**config.mk**
```make
export PLATFORM = sky130hd
export DESIGN_NAME = csv_field_tokenizer
export DESIGN_NICKNAME = d
export VERILOG_FILES = /design/src/design/csvt_pkg.sv /design/src/design/csv_field_tokenizer.sv /design/src/design/csvt_queue.sv /design/src/design/csvt_front.sv /design/src/design/csvt_back.sv
export VERILOG_INCLUDE_DIRS = /design/src /design/src/design
export SDC_FILE = /design/constraint.sdc
export NUM_CORES = 1
export LEC_CHECK = 0
export BUFFER_PORTS_ARGS = -buffer_cell sky130_fd_sc_hd__clkbuf_2
export CORE_MARGIN = 10
export CORE_UTILIZATION = 57
export DETAILED_ROUTE_END_ITERATION = 8
export PLACE_DENSITY = 0.77
export SYNTH_ARGS = -nofsm -noshare
export SYNTH_HDL_FRONTEND = slang
export SYNTH_HIERARCHICAL = 1
export SYNTH_SLANG_ARGS = --single-unit
export TNS_END_PERCENT = 100
```
**constraint.sdc**
```tcl
create_clock -name clk -period 4.3 [get_ports clk]
set_input_delay 0 -clock clk [delete_from_list [all_inputs] [get_ports clk]]
set_output_delay 0 -clock clk [all_outputs]
set_load 0.02 [all_outputs]
```
**src/design/csv_field_tokenizer_assert.svh**
```systemverilog
// Assertion macros for the CSV field tokenizer.
// Used by the top level; needs a clock named clk and a reset named rst_n in scope.
`ifndef CSV_FIELD_TOKENIZER_ASSERT_SVH
`define CSV_FIELD_TOKENIZER_ASSERT_SVH

`ifndef ASSERT_OFF

// Same-cycle implication, sampled on the rising clock edge outside reset.
`define CSVT_ASSERT_IMPL(name, ante, cons, msg) \
    name: assert property (@(posedge clk) disable iff (!rst_n) (ante) |-> (cons)) \
        else $error(msg);

// Next-cycle implication, sampled on the rising clock edge outside reset.
`define CSVT_ASSERT_NEXT(name, ante, cons, msg) \
    name: assert property (@(posedge clk) disable iff (!rst_n) (ante) |=> (cons)) \
        else $error(msg);

`else

`define CSVT_ASSERT_IMPL(name, ante, cons, msg)
`define CSVT_ASSERT_NEXT(name, ante, cons, msg)

`endif

`endif

```
**src/design/csvt_pkg.sv**
```systemverilog
// Shared types and constants of the CSV field tokenizer.
// Used by every module of the block; depends on nothing.
package csvt_pkg;

    // Special byte values.
    localparam logic [7:0] QUOTE_BYTE   = 8'd34;
    localparam logic [7:0] NEWLINE_BYTE = 8'd10;
    localparam logic [7:0] SEP_RESET    = 8'd44;

    // Widest header the tokenizer keeps.
    localparam logic [5:0] MAX_COLUMNS = 6'd32;

    // Result kinds.
    localparam logic [1:0] KIND_BYTE     = 2'd0;
    localparam logic [1:0] KIND_CELL_END = 2'd1;
    localparam logic [1:0] KIND_ROW_END  = 2'd2;

    // Command queue between front and back.
    localparam int QUEUE_DEPTH = 4;
    localparam int QUEUE_AW    = 2;

    // Input transaction.
    typedef struct packed {
        logic [7:0] char_byte;
        logic       end_of_stream;
    } csvt_in_t;

    // Output transaction.
    typedef struct packed {
        logic [7:0] out_byte;
        logic [1:0] out_kind;
        logic [4:0] column;
        logic       is_header;
        logic       last;
    } csvt_out_t;

    // Command from front to back: one result, or a padding run of cell ends
    // from col up to end_col where the last one closes the row.
    typedef struct packed {
        logic [7:0] data_byte;
        logic [1:0] kind;
        logic [5:0] col;
        logic [5:0] end_col;
        logic       is_header;
        logic       pad;
    } csvt_cmd_t;

    // Head of the command queue as seen by the back end.
    typedef struct packed {
        logic      valid;
        csvt_cmd_t cmd;
    } csvt_head_t;

endpackage

```
**src/design/csv_field_tokenizer.sv**
```systemverilog
// CSV field tokenizer, top level.
// Channels: in_valid / in_stall / in_data carry one text byte (or an end of
// stream mark) per transaction; out_valid / out_stall / out_data carry one
// result per transaction: a cell byte, a cell end or a row end, with its
// column, a header flag and a last flag on the final result of each input.
// cfg_write / cfg_data set the separator byte (44 after reset).
// Throughput: one input byte per cycle while the queue is not full. A byte
// gives at most one result; a record end on a short data row gives one result
// per missing column plus the row end, and the back end issues one of those
// per cycle unless the receiver stalls. Each result passes through the
// four-entry command queue between the front and back ends and then the
// output register. in_stall rises only when that queue is full, so an output
// stall backs up into the input after four pending commands. Stalled results
// stay in the output register unchanged.
// Reset clears the quote and cell state, the header and row width, and
// empties the queue and the output register.
// Depends on csvt_pkg and csv_field_tokenizer_assert.svh.
`include "csv_field_tokenizer_assert.svh"

module csv_field_tokenizer (
    input  logic                clk,
    input  logic                rst_n,
    input  logic                in_valid,
    output logic                in_stall,
    input  csvt_pkg::csvt_in_t  in_data,
    output logic                out_valid,
    input  logic                out_stall,
    output csvt_pkg::csvt_out_t out_data,
    input  logic                cfg_write,
    input  logic [7:0]          cfg_data
);
    import csvt_pkg::*;

    logic       q_push;
    logic       q_full;
    logic       q_pop;
    csvt_cmd_t  q_cmd;
    csvt_head_t q_head;

    // Front end: classification and state.
    csvt_front u_front (
        .clk        (clk),
        .rst_n      (rst_n),
        .in_valid   (in_valid),
        .in_stall   (in_stall),
        .in_data    (in_data),
        .cfg_write  (cfg_write),
        .cfg_data   (cfg_data),
        .queue_full (q_full),
        .push       (q_push),
        .cmd        (q_cmd)
    );

    // Command queue.
    csvt_queue u_queue (
        .clk      (clk),
        .rst_n    (rst_n),
        .push     (q_push),
        .push_cmd (q_cmd),
        .full     (q_full),
        .pop      (q_pop),
        .head     (q_head)
    );

    // Back end: result expansion and output register.
    csvt_back u_back (
        .clk       (clk),
        .rst_n     (rst_n),
        .head      (q_head),
        .pop       (q_pop),
        .out_valid (out_valid),
        .out_stall (out_stall),
        .out_data  (out_data)
    );

    // A row end is always the final result of its input.
    `CSVT_ASSERT_IMPL(a_row_end_last, out_valid && (out_data.out_kind == KIND_ROW_END), out_data.last, "row end without last")

    // Only padding cell ends are followed by more results of the same input.
    `CSVT_ASSERT_IMPL(a_not_last_is_pad, out_valid && !out_data.last, out_data.out_kind == KIND_CELL_END, "non-final result is not a cell end")

    // A padding run moves on to the next column in the very next cycle.
    `CSVT_ASSERT_NEXT(a_pad_advance, out_valid && !out_stall && !out_data.last, out_valid && (out_data.column == ($past(out_data.column) + 5'd1)), "padding run broke")

endmodule

```
**src/design/csvt_queue.sv**
```systemverilog
// Short command queue that decouples the tokenizer front from its back end.
// Depends on csvt_pkg for the command type and depth.
module csvt_queue (
    input  logic                clk,
    input  logic                rst_n,
    input  logic                push,
    input  csvt_pkg::csvt_cmd_t push_cmd,
    output logic                full,
    input  logic                pop,
    output csvt_pkg::csvt_head_t head
);
    import csvt_pkg::*;

    csvt_cmd_t           mem [QUEUE_DEPTH];
    logic [QUEUE_AW-1:0] wr_ptr_reg, wr_ptr_next;
    logic [QUEUE_AW-1:0] rd_ptr_reg, rd_ptr_next;
    logic [QUEUE_AW:0]   count_reg, count_next;

    // Status toward both sides.
    assign full       = (count_reg == (QUEUE_AW+1)'(QUEUE_DEPTH));
    assign head.valid = (count_reg != '0);
    assign head.cmd   = mem[rd_ptr_reg];

    // Pointer and fill count update.
    always_comb
    begin
        wr_ptr_next = push ? wr_ptr_reg + 1'b1 : wr_ptr_reg;
        rd_ptr_next = pop ? rd_ptr_reg + 1'b1 : rd_ptr_reg;
        count_next  = count_reg;
        if (push && !pop)
        begin
            count_next = count_reg + 1'b1;
        end
        else if (!push && pop)
        begin
            count_next = count_reg - 1'b1;
        end
    end

    always_ff @(posedge clk or negedge rst_n)
    begin
        if (!rst_n)
        begin
            wr_ptr_reg <= '0;
            rd_ptr_reg <= '0;
            count_reg  <= '0;
        end
        else
        begin
            wr_ptr_reg <= wr_ptr_next;
            rd_ptr_reg <= rd_ptr_next;
            count_reg  <= count_next;
        end
    end

    // Storage; payload needs no reset.
    always_ff @(posedge clk)
    begin
        if (push)
        begin
            mem[wr_ptr_reg] <= push_cmd;
        end
    end

endmodule

```
**src/design/csvt_front.sv**
```systemverilog
// Front end of the CSV field tokenizer: takes bytes, tracks quoting, cells
// and rows, and turns each transaction into at most one command.
// Depends on csvt_pkg.
module csvt_front (
    input  logic                clk,
    input  logic                rst_n,
    input  logic                in_valid,
    output logic                in_stall,
    input  csvt_pkg::csvt_in_t  in_data,
    input  logic                cfg_write,
    input  logic [7:0]          cfg_data,
    input  logic                queue_full,
    output logic                push,
    output csvt_pkg::csvt_cmd_t cmd
);
    import csvt_pkg::*;

    logic [7:0] separator_reg;
    logic       in_quote_reg, in_quote_next;
    logic       cqs_reg, cqs_next;
    logic       quoted_reg, quoted_next;
    logic       has_bytes_reg, has_bytes_next;
    logic       held_valid_reg, held_valid_next;
    logic [7:0] held_byte_reg, held_byte_next;
    logic       skip_reg, skip_next;
    logic [5:0] col_count_reg, col_count_next;
    logic [5:0] row_width_reg, row_width_next;
    logic       header_done_reg, header_done_next;
    logic       pending_reg, pending_next;

    logic       accept;
    logic       do_record;
    logic       is_quote;
    logic       is_sep;
    logic       quote_exit;
    logic       in_quote_eff;
    logic       quoted_eff;
    logic       do_cell;
    logic       put_en;
    logic [7:0] put_byte;
    logic [5:0] lim;
    logic [5:0] lim_fix;
    logic [5:0] c_final;
    logic       emit;

    assign in_stall = queue_full;
    assign accept   = in_valid && !queue_full;
    assign push     = emit;

    // Separator register.
    always_ff @(posedge clk or negedge rst_n)
    begin
        if (!rst_n)
        begin
            separator_reg <= SEP_RESET;
        end
        else if (cfg_write)
        begin
            separator_reg <= cfg_data;
        end
    end

    // Classification of one byte and the state update it causes.
    always_comb
    begin
        in_quote_next    = in_quote_reg;
        cqs_next         = cqs_reg;
        quoted_next      = quoted_reg;
        has_bytes_next   = has_bytes_reg;
        held_valid_next  = held_valid_reg;
        held_byte_next   = held_byte_reg;
        skip_next        = skip_reg;
        col_count_next   = col_count_reg;
        row_width_next   = row_width_reg;
        header_done_next = header_done_reg;
        pending_next     = pending_reg;

        emit          = 1'b0;
        cmd           = '0;
        cmd.is_header = !header_done_reg;
        put_en        = 1'b0;
        put_byte      = in_data.char_byte;
        do_cell       = 1'b0;
        c_final       = col_count_reg;

        lim          = header_done_reg ? row_width_reg : MAX_COLUMNS;
        lim_fix      = (lim == '0) ? 6'd1 : lim;
        is_quote     = (in_data.char_byte == QUOTE_BYTE);
        is_sep       = (in_data.char_byte == separator_reg);
        quote_exit   = in_quote_reg && !is_quote && cqs_reg;
        in_quote_eff = in_quote_reg && !quote_exit;
        quoted_eff   = has_bytes_reg && quoted_reg;
        do_record    = in_data.end_of_stream ? pending_reg
                                             : (in_data.char_byte == NEWLINE_BYTE);

        if (accept && do_record)
        begin
            // Record end: one row end, or a padding run up to the row width.
            emit = 1'b1;
            if (({1'b0, col_count_reg} + 7'd1) >= {1'b0, lim_fix})
            begin
                cmd.kind = KIND_ROW_END;
                cmd.col  = lim_fix - 6'd1;
                c_final  = lim_fix - 6'd1;
            end
            else if (!header_done_reg)
            begin
                cmd.kind = KIND_ROW_END;
                cmd.col  = col_count_reg;
            end
            else
            begin
                cmd.pad     = 1'b1;
                cmd.col     = col_count_reg;
                cmd.end_col = lim_fix - 6'd1;
                c_final     = lim_fix - 6'd1;
            end
            if (!header_done_reg)
            begin
                row_width_next   = c_final + 6'd1;
                header_done_next = 1'b1;
            end
            in_quote_next   = 1'b0;
            cqs_next        = 1'b0;
            quoted_next     = 1'b0;
            has_bytes_next  = 1'b0;
            held_valid_next = 1'b0;
            held_byte_next  = '0;
            skip_next       = 1'b0;
            col_count_next  = '0;
            pending_next    = 1'b0;
        end
        else if (accept && !in_data.end_of_stream)
        begin
            pending_next = 1'b1;
            // Quote tracking; a quote byte always counts as cell content.
            if (is_quote)
            begin
                in_quote_next = 1'b1;
                cqs_next      = in_quote_reg ? !cqs_reg : cqs_reg;
                do_cell       = 1'b1;
            end
            else
            begin
                in_quote_next = in_quote_eff;
                if (quote_exit)
                begin
                    cqs_next = 1'b0;
                end
                if (is_sep && !in_quote_eff)
                begin
                    // Cell end outside quotes.
                    if (({1'b0, col_count_reg} + 7'd1) < {1'b0, lim})
                    begin
                        emit     = 1'b1;
                        cmd.kind = KIND_CELL_END;
                        cmd.col  = col_count_reg;
                    end
                    if (col_count_reg != 6'd63)
                    begin
                        col_count_next = col_count_reg + 6'd1;
                    end
                    quoted_next     = 1'b0;
                    has_bytes_next  = 1'b0;
                    held_valid_next = 1'b0;
                    held_byte_next  = '0;
                    skip_next       = 1'b0;
                end
                else
                begin
                    do_cell = 1'b1;
                end
            end

            // Cell content, with unescaping through the one-byte hold.
            if (do_cell)
            begin
                has_bytes_next = 1'b1;
                if (!has_bytes_reg && is_quote)
                begin
                    quoted_next     = 1'b1;
                    skip_next       = 1'b1;
                    held_byte_next  = in_data.char_byte;
                    held_valid_next = 1'b1;
                end
                else
                begin
                    quoted_next = quoted_eff;
                    if (!quoted_eff)
                    begin
                        put_en = 1'b1;
                    end
                    else
                    begin
                        if (held_valid_reg)
                        begin
                            if (skip_reg)
                            begin
                                skip_next = 1'b0;
                            end
                            else
                            begin
                                if (held_byte_reg == QUOTE_BYTE)
                                begin
                                    skip_next = 1'b1;
                                end
                                put_en   = 1'b1;
                                put_byte = held_byte_reg;
                            end
                        end
                        held_byte_next  = in_data.char_byte;
                        held_valid_next = 1'b1;
                    end
                end
            end

            // Content bytes of cells beyond the width are dropped.
            if (put_en && (col_count_reg < lim))
            begin
                emit          = 1'b1;
                cmd.kind      = KIND_BYTE;
                cmd.data_byte = put_byte;
                cmd.col       = col_count_reg;
            end
        end
    end

    // Control state.
    always_ff @(posedge clk or negedge rst_n)
    begin
        if (!rst_n)
        begin
            in_quote_reg    <= 1'b0;
            cqs_reg         <= 1'b0;
            quoted_reg      <= 1'b0;
            has_bytes_reg   <= 1'b0;
            held_valid_reg  <= 1'b0;
            held_byte_reg   <= '0;
            skip_reg        <= 1'b0;
            col_count_reg   <= '0;
            row_width_reg   <= '0;
            header_done_reg <= 1'b0;
            pending_reg     <= 1'b0;
        end
        else
        begin
            in_quote_reg    <= in_quote_next;
            cqs_reg         <= cqs_next;
            quoted_reg      <= quoted_next;
            has_bytes_reg   <= has_bytes_next;
            held_valid_reg  <= held_valid_next;
            held_byte_reg   <= held_byte_next;
            skip_reg        <= skip_next;
            col_count_reg   <= col_count_next;
            row_width_reg   <= row_width_next;
            header_done_reg <= header_done_next;
            pending_reg     <= pending_next;
        end
    end

endmodule

```
**src/design/csvt_back.sv**
```systemverilog
// Back end of the CSV field tokenizer: expands queued commands into results
// and holds them in the output register while the receiver stalls.
// Depends on csvt_pkg.
module csvt_back (
    input  logic                 clk,
    input  logic                 rst_n,
    input  csvt_pkg::csvt_head_t head,
    output logic                 pop,
    output logic                 out_valid,
    input  logic                 out_stall,
    output csvt_pkg::csvt_out_t  out_data
);
    import csvt_pkg::*;

    logic       out_valid_reg, out_valid_next;
    csvt_out_t  out_data_reg, out_data_next;
    logic       in_run_reg, in_run_next;
    logic [5:0] run_col_reg, run_col_next;

    logic       load;
    logic [5:0] cur_col;

    assign out_valid = out_valid_reg;
    assign out_data  = out_data_reg;
    assign load      = !out_valid_reg || !out_stall;
    assign cur_col   = in_run_reg ? run_col_reg : head.cmd.col;

    // One result per cycle from the queue head while the receiver does not stall.
    always_comb
    begin
        pop            = 1'b0;
        out_valid_next = out_valid_reg;
        out_data_next  = out_data_reg;
        in_run_next    = in_run_reg;
        run_col_next   = run_col_reg;
        if (load)
        begin
            out_valid_next          = head.valid;
            out_data_next.is_header = head.cmd.is_header;
            if (!head.cmd.pad)
            begin
                out_data_next.out_byte = head.cmd.data_byte;
                out_data_next.out_kind = head.cmd.kind;
                out_data_next.column   = head.cmd.col[4:0];
                out_data_next.last     = 1'b1;
                pop                    = head.valid;
            end
            else
            begin
                // Padding run: cell ends, then the row end at the last column.
                out_data_next.out_byte = '0;
                out_data_next.column   = cur_col[4:0];
                if (cur_col == head.cmd.end_col)
                begin
                    out_data_next.out_kind = KIND_ROW_END;
                    out_data_next.last     = 1'b1;
                    pop                    = head.valid;
                    if (head.valid)
                    begin
                        in_run_next = 1'b0;
                    end
                end
                else
                begin
                    out_data_next.out_kind = KIND_CELL_END;
                    out_data_next.last     = 1'b0;
                    if (head.valid)
                    begin
                        in_run_next  = 1'b1;
                        run_col_next = cur_col + 6'd1;
                    end
                end
            end
        end
    end

    always_ff @(posedge clk or negedge rst_n)
    begin
        if (!rst_n)
        begin
            out_valid_reg <= 1'b0;
            in_run_reg    <= 1'b0;
            run_col_reg   <= '0;
        end
        else
        begin
            out_valid_reg <= out_valid_next;
            in_run_reg    <= in_run_next;
            run_col_reg   <= run_col_next;
        end
    end

    // Output payload register.
    always_ff @(posedge clk)
    begin
        out_data_reg <= out_data_next;
    end

endmodule

```
==> impl_metrics.csv, run 1 <==
group,metric,value,unit
status,status,"complete, no violations",
synthesis,ys_warn_count,6,
clocking,post_cts_buffers,0,
routing,num_vias,4947,
worst_setup_path,end_kind,"register",
global_routing,grt_usage,18.18,%
power_and_ir_drop,power_density,589.1,nW/um2
finish,area_growth_syn_to_layout,16.12,%
worst_setup_path,setup.worst_path.class,"reg -> reg",
clocking,cts_buffer_depth,2,
worst_setup_path,critPathRequiredTime,4.64,ns
timing,max_freq,251.2,MHz
flow_run,cap_violations,0,
global_routing,grt_pass1_wl,26.68,mm
floorplanning,die_height,138.0,um
timing,setup-tns-final,0,ns
power_and_ir_drop,total_power,0.005426,W
place,gp_congestion,0.9334,
synthesis,syn_avg_cell_area,14.27,um2
routing,wirelength,16.21,mm
place,dpl.hpwl,11.04,mm
clocking,tritoncts,"built",
timing,worst_slew_pin_slew,0.8033,ns
clocking,clk_pin_slew_worst_paths,0.06,ns
timing,finClkSkew,0.009393,ns
routing,via_per_inst,5.975,
clocking,root_buffer,"clkbuf_16",
routing,post_drt_wl_per_cell,19.57,um
clocking,cts_buffers,17,
synthesis,synth_edf_count,113,
finish,fin_cells,828,
finish,largest_reg_flops,96,
synthesis,netlist_area,7933,um2
clocking,clkLatencyLatePin,0.43,ns
timing,rsz0062_at_grt,"false",
hold_path,min-delay-path-class,"in -> reg",
clocking,htreeDepth,4,
global_routing,grt_overflow,0,
routing,top_layer,"met4",
floorplanning,die_w,138.0,um
timing,slew_violations,0,
synthesis,synthesis.nets,600,
synthesis,ys_seq_area_share,58.91,%
worst_setup_path,worstPathArrival,4.32,ns
routing,wirelength_met1,7.021,mm
finish,fin_nets,679,
timing,setup_viol,0,
floorplanning,coreArea,13770,um2
routing,wl_met3,1.007,mm
floorplanning,num_io_pins,41,
routing,drc,0,
place,numPortBuffers,40,
finish,final_cell_mix,"113 x edfxtp_1, 47 x dfrtp_1, 40 x clkbuf_2, 38 x nand2_1, 36 x nor2_1",
synthesis,ys.flop_type,"edfxtp_1",
floorplanning,start_util,57.59,%
global_routing,grt_max_degree,52,
routing,route.met2.wl,7.926,mm
routing,ant_nets,0,
global_routing,antenna_found_initial,0,
timing,relSlewSlack,46.22,%
finish,layout_commonest_cell,"edfxtp_1",
timing,period_share,92.57,%
finish,final_layout_size_suffix_gt1_share,23.61,%
routing,drt_first_pass_iters,5,
floorplanning,die-area,19040,um2
worst_setup_path,worst-path-max-fanout,9,
power_and_ir_drop,leakage,3.569,nW
place,placed_cells,770,
global_routing,grt_pass1_vias,5070,
finish,antenna_cells,0,
worst_setup_path,r2r_setup_slack,0.32,ns
worst_setup_path,cp-start-kind,"register",
clocking,clkSinkCount,164,
synthesis,syn-instance-count,556,
power_and_ir_drop,vdd_ir_drop_max,0.3442,mV
synthesis,ys_ff_latch,164,
synthesis,synth_cell_type_count,76,
floorplanning,row_count,43,
synthesis,async_flop_share,31.10,%
timing,finalCriticalPeriod,3.980,ns
routing,drt_iter0_drc,480,
timing,hold_viol,0,
==> logic make-up (layout without fill, tap and decap cells) <==
logic type	after synthesis	in the layout	synth area share [%]
adders and majority gates	22	22	3.565
muxes	56	56	11.47
xor gates and xnor gates	37	37	4.085
and+or+nand+nor	163	163	11.67
AOI/OAI and AO/OA	79	79	7.556
DFF	164	164	58.91
buffers and inverters	35	127	2.744
==> through the flow <==
stage | setup WS [ns] | hold slack (ns) | utilization (%) | area [um2]
floorplan | 0.3508 | -0.2956 | - | 7933
global placement | 0.3406 | 0.1578 | 60.33 | 8309
detailed placement | 0.2457 | 0.1847 | 60.33 | 8309
CTS | 0.2247 | 0.01814 | 66.82 | 9204
global route | 0.03272 | 0.04002 | 66.88 | 9211
finish | 0.3195 | 0.04083 | 66.88 | 9211
==> cell type report <==
cell class,count,area [um2]
Clock buffer,20,456.7
Clock inverter,12,177.7
Fill cell,969,4562
Inverter,13,48.80
Multi-Input combinational cell,357,3048
Sequential cell,164,4674
Tap cell,180,225.2
Timing Repair Buffer,82,580.6
==> worst paths after layout <==
check | end | startpoint | depth (start not counted)
min | u_front/pending_reg | in_data[0] | 3
max | u_queue/count_reg[2] | u_front/col_count_reg[0] | 16
min in group asynchronous | u_back/run_col_reg[0] | rst_n | 3
max in group asynchronous | u_front/col_count_reg[0] | rst_n | 3
min reg2reg | u_front/pending_reg | u_front/pending_reg | 2
max reg2reg | u_queue/count_reg[2] | u_front/col_count_reg[0] | 16
==> synth_stat cells, types with 7 or more instances <==
library cell  instances  area share, %
nand3_1              10           0.63
edfxtp_1            113             43
a22o_1               12            1.3
mux2i_1              15            1.9
ha_1                 21            3.3
dfrtp_1              48             15
xnor2_1              22            2.4
inv_1                12           0.57
mux2_2               15            2.1
buf_4                 8           0.76
nand2_1              38            1.8
xor2_1               15            1.7
mux4_2               18            5.1
nand2b_1             10           0.79
nor2_1               36            1.7
nor2b_1              13            1.0
o21ai_0              13           0.82
a21oi_1              15           0.95
nand4_1               7           0.55
==> report_power, final <==
group	switching [W]	internal, W
registers	0.000199	0.00202
clock network	0.000595	0.00100
logic	0.000876	0.000729
total	0.00167	0.00376
==> routing by layer <==
metal | track usage (%) | vias up
li1 | - | 2271
met1 | 23.31 | 2485
met2 | 29.21 | 163
met3 | 4.928 | 28
met4 | 6.373 | 0
met5 | 0 | -
==> worst max-delay path: stages, from the launching register on <==
cell,delay [ns]
dfrtp_2,0.48
ha_1,0.26
and3_4,0.21
xor2_1,0.16
ha_1,0.23
a2111oi_2,0.26
o21ai_0,0.14
a311o_2,0.41
mux2_2,0.29
o31ai_1,0.19
buf_4,0.19
ha_1,0.19
inv_1,0.06
fa_1,0.37
xor2_1,0.17
nor2_1,0.12
xor2_1,0.17
==> timing repair <==
action,in CTS,in global routing
hold buffers,26,0
setup endpoints to repair,0,2
resized for setup,0,3
hold endpoints to repair,65,0
(Power assumes the default switching activity.)
==> inputs of run 2 (changes only) <==
==> constraint.sdc (replaced) <==
create_clock -name clk -period 3.9 [get_ports clk]
set_input_delay 0 -clock clk [delete_from_list [all_inputs] [get_ports clk]]
set_output_delay 0 -clock clk [all_outputs]
set_load 0.02 [all_outputs]
==> run 2 against run 1 <==
  * The flow now finishes with violations (negative setup slack)
  * Clock skew fell by 0.00085 ns
  * Sequential share of layout area fell by 0.27 points
  * Via count fell by 0.89%
  * Cell count rose by 0.97%
  * Largest power group unchanged
  * Fmax rose by 1.2%
  * Cell area rose by 0.54%
  * Wire length barely moved
  * Register-to-register slack got worse by 0.35 ns
  * Critical path type unchanged
  * Worst setup slack got worse by 0.35 ns
==> impl_metrics.csv, run 2 (synthesis gave the netlist of run 1 again) <==
group,metric,value,unit
status,status,"finished, violations left",
status,violations,"negative setup slack",
routing,post_drt_wl_per_cell,19.40,um
routing,num_vias,4903,
global_routing,grt_usage,18.24,%
routing,wirelength,16.22,mm
worst_setup_path,r2r_setup_slack,-0.03,ns
power_and_ir_drop,power_density,635.9,nW/um2
clocking,root_buffer,"clkbuf_16",
floorplanning,coreArea,13770,um2
routing,drt_iter0_drc,391,
global_routing,antenna_found_initial,0,
routing,drt_first_pass_iters,5,
finish,area_growth_syn_to_layout,16.75,%
routing,via_per_inst,5.865,
hold_path,min-delay-path-class,"in -> reg",
place,place_area,8412,um2
timing,relSlewSlack,22.52,%
place,gp_congestion,0.9501,
worst_setup_path,timing.rr.start,"u_front/col_count_reg[0]",
routing,ant_nets,0,
finish,nFillCells,950,
worst_setup_path,rr_worst_depth,15,
finish,final_cell_mix,"113 x edfxtp_1, 47 x dfrtp_1, 40 x clkbuf_2, 38 x nand2_1, 36 x nor2_1",
routing,drc,0,
floorplanning,row_count,43,
finish,antenna_cells,0,
hold_path,hold_start,"in_valid",
clocking,clkSinkCount,164,
finish,fin_cells,836,
clocking,clkLatencyLatePin,0.42,ns
worst_setup_path,end_kind,"register",
timing,hold_viol,0,
floorplanning,start_util,57.59,%
power_and_ir_drop,vdd_ir_drop_max,0.3882,mV
timing,period_share,100.9,%
timing,setup_viol,1,
place,numPortBuffers,40,
timing,worst_slew_pin_slew,1.150,ns
clocking,clk_pin_slew_worst_paths,0.07,ns
timing,finalCriticalPeriod,3.934,ns
floorplanning,num_io_pins,41,
timing,fin_ws,-0.03351,ns
worst_setup_path,worstPathArrival,4.26,ns
global_routing,grt_pass1_vias,5161,
floorplanning,die_height,138.0,um
place,pre_cts_ws,0.1049,ns
hold_path,worstHoldEndpoint,"u_front/pending_reg",
finish,final_cell_area,9261,um2
global_routing,grt_overflow,0,
finish,register_area,4674,um2
clocking,cts_buffers,17,
clocking,htreeDepth,4,
hold_path,hold_depth,4,
clocking,cts_buffer_depth,2,
power_and_ir_drop,total_power,0.005890,W
clocking,tritoncts,"built",
finish,multi_input_area,3059,um2
finish,largest_reg_flops,96,
timing,whs,0.06596,ns
global_routing,grt_max_degree,52,
global_routing,grt_pass1_wl,27.05,mm
worst_setup_path,worst-path-max-fanout,4,
worst_setup_path,cp-start-kind,"register",
flow_run,cap_violations,0,
worst_setup_path,setup.worst_path.class,"reg -> reg",
finish,final_layout_size_suffix_gt1_share,25.00,%
timing,slew_violations,0,
timing,max_freq,254.2,MHz
worst_setup_path,critical_path.startpoint,"u_front/col_count_reg[0]",
worst_setup_path,timing.rr.end,"u_queue/count_reg[2]",
finish,layout_commonest_cell,"edfxtp_1",
floorplanning,die-area,19040,um2
place,dpl.hpwl,11.16,mm
place,placed_cells,778,
worst_setup_path,critPathRequiredTime,4.22,ns
timing,finClkSkew,0.008544,ns
floorplanning,die_w,138.0,um
finish,fin_nets,687,
power_and_ir_drop,leakage,3.595,nW
[run 2: how the worst max path moves through the flow]
| stage | end | slack (ns) | cells past startpoint |
|---|---|---|---|
| after global routing | u_queue/count_reg[2] | -0.13 | 15 |
| after detailed placement | u_queue/count_reg[2] | 0.10 | 15 |
| after CTS | u_queue/count_reg[2] | 0.03 | 15 |
| after global placement | u_queue/count_reg[2] | 0.20 | 15 |
| after floorplan | u_queue/count_reg[2] | 0.13 | 15 |
| final | u_queue/count_reg[2] | -0.03 | 15 |
[run 2: cell type report]
type,count,area share [%]
Timing Repair Buffer,90,7.295
Inverter,13,0.5269
Sequential cell,164,50.47
Multi-Input combinational cell,357,33.03
Clock buffer,17,4.593
Tap cell,180,2.432
Clock inverter,15,1.648
[run 2: critical path, stage by stage (launching register included)]
cell and delay, ns:
dfrtp_1 0.38, ha_1 0.24, and3_4 0.21, xor2_1 0.15, ha_1 0.21, a2111oi_1 0.45, o21ai_1 0.14, a311o_2 0.43
mux2_2 0.31, o31ai_4 0.20, ha_2 0.22, inv_1 0.05, fa_1 0.37, xor2_1 0.17, nor2_1 0.11, xor2_1 0.20
[run 2: what timing repair did]
item / CTS / global route
resized for setup: 0 / 5
hold endpoints to repair: 64 / 0
hold buffers: 25 / 0
setup endpoints to repair: 0 / 2
buffers inserted: 0 / 1
[run 2: report_power, final]
group | internal [W] | switching (W) | leakage [nW]
clock | 0.000948 | 0.000686 | 0.278
combinational | 0.000838 | 0.000988 | 1.61
sequential | 0.00223 | 0.000196 | 1.71
total | 0.00402 | 0.00187 | 3.59
[run 2: layer usage]
metal / up-vias / track usage, % / wire, um
met4: 0 / 4.983 / 244
met2: 154 / 29.34 / 7812
li1: 2300 / - / -
met3: 27 / 4.638 / 880
met1: 2422 / 24.13 / 7280
met5: - / 0 / 0
[run 2: per-stage QoR]
| stage | TNS [ns] | utilization [%] |
|---|---|---|
| 2_1_floorplan | 0 | - |
| 6_report | -0.03351 | 67.24 |
| 3_5_place_dp | 0 | 61.07 |
| 5_1_grt | -0.1540 | 67.24 |
| 4_1_cts | 0 | 67.09 |
| 3_3_place_gp | 0 | 61.07 |
==> inputs of run 3 (changes only) <==
--- a/config.mk
+++ b/config.mk
@@ -13,6 +13,5 @@
 export PLACE_DENSITY = 0.77
 export SYNTH_ARGS = -nofsm -noshare
 export SYNTH_HDL_FRONTEND = slang
-export SYNTH_HIERARCHICAL = 1
 export SYNTH_SLANG_ARGS = --single-unit
 export TNS_END_PERCENT = 100
==> run 3 against run 2 <==
  * The run now ends clean
  * Cell count grew 0.84%
  * Area after synthesis down 2.2%
  * Via count grew 3.8%
  * Clock skew grew 0.0031 ns
  * Core utilization rose by 1.9 points
  * Power increased by 4.5%
==> impl_metrics.csv, run 3 <==
group,metric,value,unit
global_routing,grt_overflow,0,
worst_setup_path,crit_top_cell,"ha_1",
synthesis,synthAdderAreaFrac,3.805,%
clocking,clk_pin_slew_worst_paths,0.07,ns
power_and_ir_drop,p_int,0.004176,W
synthesis,synth-xor-area-share,3.724,%
place,dpl.hpwl,11.01,mm
clocking,clkLatencyLatePin,0.43,ns
synthesis,synth-compound-area-share,9.189,%
clocking,cts_buffer_depth,2,
synthesis,synth_top_family_by_area,"multiplexers",
synthesis,yosysMostFrequentCell,"edfxtp_1",
synthesis,netlist_area,7761,um2
power_and_ir_drop,clockPowerShare,30.2,%
worst_setup_path,worst_path_largest_cell_delay,0.47,ns
routing,drc,0,
synthesis,syn_avg_cell_area,13.62,um2
place,pre_cts_ws,0.2326,ns
worst_setup_path,crit_slowest_cell,"dfrtp_1",
synthesis,ys_warn_count,0,
synthesis,yosysTopAreaCell,"edfxtp_1",
synthesis,yosys.area_share.simple,9.689,%
hold_path,min-delay-path-class,"in -> reg",
floorplanning,start_util,58.38,%
timing,setup-tns-final,0,ns
power_and_ir_drop,vdd_ir_drop_max,0.4398,mV
worst_setup_path,worstPathArrival,3.92,ns
synthesis,ys_ff_latch,164,
floorplanning,num_io_pins,41,
worst_setup_path,critPathRequiredTime,4.24,ns
synthesis,synth_top_area_share,43.72,%
timing,rsz0062_at_grt,"false",
floorplanning,die_w,136.7,um
power_and_ir_drop,power_density,669.5,nW/um2
global_routing,grt_usage,18.88,%
routing,drt_iter0_drc,474,
finish,largest_reg_flops,96,
routing,num_vias,5087,
synthesis,synth_cell_type_count,63,
synthesis,syn-instance-count,570,
synthesis,synth_top_cells_by_count,"113 x edfxtp_1, 48 x dfrtp_1, 47 x nor2_1, 35 x nand2_1, 25 x a21oi_1",
clocking,tritoncts,"built",
synthesis,muxShareOfSynthArea,11.38,%
worst_setup_path,path_cells,"ha_1, ha_1, a21o_1, a21o_1, a2111oi_2, o21a_1, o21ai_1, nand2_1, ha_1, inv_1, fa_1, xor2_1, nor2_1, xor2_1",
floorplanning,die_height,136.7,um
power_and_ir_drop,p_comb_share,30.6,%
synthesis,synthTopCellsByArea,"edfxtp_1 44%, dfrtp_1 15%, mux4_2 7.0%",
finish,final_util,69.12,%
place,numPortBuffers,40,
synthesis,synth_edf_count,113,
place,gp_congestion,0.9326,
routing,drt_first_pass_iters,6,
timing,relSlewSlack,41.92,%
clocking,root_buffer,"clkbuf_16",
worst_setup_path,setup.worst_path.class,"reg -> reg",
power_and_ir_drop,pwr-share-seq,39.2,%
power_and_ir_drop,power_switching,0.001977,W
timing,worst_slew_pin_slew,0.8694,ns
synthesis,ys_seq_area_share,60.21,%
power_and_ir_drop,leakage,3.595,nW
synthesis,ys.flop_type,"edfxtp_1",
timing,max_freq,279.9,MHz
global_routing,antenna_found_initial,0,
routing,via_per_inst,6.034,
floorplanning,row_count,42,
routing,wirelength,16.96,mm
synthesis,async_flop_share,31.10,%
worst_setup_path,worst-path-max-fanout,8,
clocking,cts_buffers,17,
floorplanning,die-area,18680,um2
clocking,htreeDepth,4,
timing,finalCriticalPeriod,3.572,ns
timing,setup_viol,0,
timing,fin_ws,0.3278,ns
routing,post_drt_wl_per_cell,20.12,um
routing,ant_nets,0,
finish,final_cell_mix,"113 x edfxtp_1, 48 x dfrtp_1, 47 x nor2_1, 40 x clkbuf_2, 35 x nand2_1",
finish,fin_nets,698,
timing,slew_violations,0,
worst_setup_path,end_kind,"register",
power_and_ir_drop,p_sw_share,32.13,%
status,status,"complete, no violations",
global_routing,grt_max_degree,52,
clocking,clkSinkCount,164,
global_routing,grt_pass1_wl,27.43,mm
global_routing,grt_pass1_vias,5182,
timing,period_share,91.59,%
synthesis,synthesis.nets,615,
finish,area_growth_syn_to_layout,18.41,%
timing,hold_viol,0,
finish,layout_commonest_cell,"edfxtp_1",
worst_setup_path,cp-start-kind,"register",
timing,finClkSkew,0.01163,ns
clocking,post_cts_buffers,0,
finish,final_layout_size_suffix_gt1_share,22.37,%
floorplanning,coreArea,13300,um2
flow_run,cap_violations,0,
==> run 3: changes by cell type in the layout (fill, tap and decap cells not counted), moves of 5 or more <==
cell and change:
o21ai_1 +19, nor2_1 +11, a21oi_1 +10, o21ai_0 -8, a21o_1 +6, a31oi_1 -6, mux4_1 -6, mux4_2 +6
inv_1 -5, nand2b_1 -5
==> run 3: path summary, 6_finish.rpt <==
kind,from,end,slack [ns],cells past startpoint
max reg2reg,u_front.col_count_reg[1],u_queue.count_reg[2],0.33,14
min reg2reg,u_front.pending_reg,u_front.pending_reg,0.50,2
min in group asynchronous,rst_n,u_back.run_col_reg[1],0.22,3
min,in_data[0],u_front.pending_reg,0.06,4
max,u_front.col_count_reg[1],u_queue.count_reg[2],0.33,14
max in group asynchronous,rst_n,u_front.col_count_reg[3],3.18,3
==> run 3: final cells by class <==
class,count,area (um2)
Timing Repair Buffer,88,628.1
Antenna cell,1,2.502
Multi-Input combinational cell,368,2954
Tap cell,176,220.2
Sequential cell,164,4673
Clock buffer,17,425.4
Inverter,14,52.55
Fill cell,877,4105
Clock inverter,15,234.0
==> run 3: power groups by stage <==
stage	Combinational [W]	Sequential, W	Clock, W
5_1_grt	0.00206	0.00244	0.00195
2_1_floorplan	0.00130	0.00249	0
3_3_place_gp	0.00178	0.00241	0
6_report	0.00188	0.00241	0.00186
4_1_cts	0.00189	0.00241	0.00188
3_5_place_dp	0.00184	0.00244	0
==> run 3: metrics by stage <==
stage | instance area (um2) | hold slack [ns] | power, W | instances
after floorplan | 7761 | -0.2956 | 0.003791 | 570
after global placement | 8252 | 0.1667 | 0.004199 | 783
after detailed placement | 8252 | 0.1731 | 0.004279 | 783
after CTS | 9181 | 0.05457 | 0.006187 | 842
after global routing | 9188 | 0.06293 | 0.006445 | 842
final | 9190 | 0.05628 | 0.006153 | 843
==> run 3: critical path, delay by kind of cell (launching register included) <==
family,cells,cell delay (ns)
AOI/OAI and AO/OA,5,1.13
xor gates and xnor gates,2,0.34
adders and majority gates,4,1.27
buffers and inverters,1,0.07
DFF,1,0.47
and+or+nand+nor,2,0.21
==> run 3: timing repair <==
action,CTS,global route
hold buffers,27,0
hold endpoints to repair,66,0
setup endpoints to repair,0,2
gates resized for setup,0,2
==> run 3: cell families (layout without fill, tap and decap cells) <==
group / Yosys count / in the layout
AND/OR/NAND/NOR: 152 / 152
AO/OA/AOI/OAI: 107 / 107
XOR/XNOR: 33 / 33
buffers and inverters: 38 / 134
adder cells (fa/ha/maj): 23 / 23
flip-flops: 164 / 164
other: 0 / 1
multiplexers: 53 / 53
==> run 3: layer usage <==
layer  track usage, %  wire, um  vias up
li1                 -         -     2315
met5                0         0        -
met3            4.435       870       34
met4            6.923       359        0
met2            31.49      8776      160
met1            23.49      6950     2578
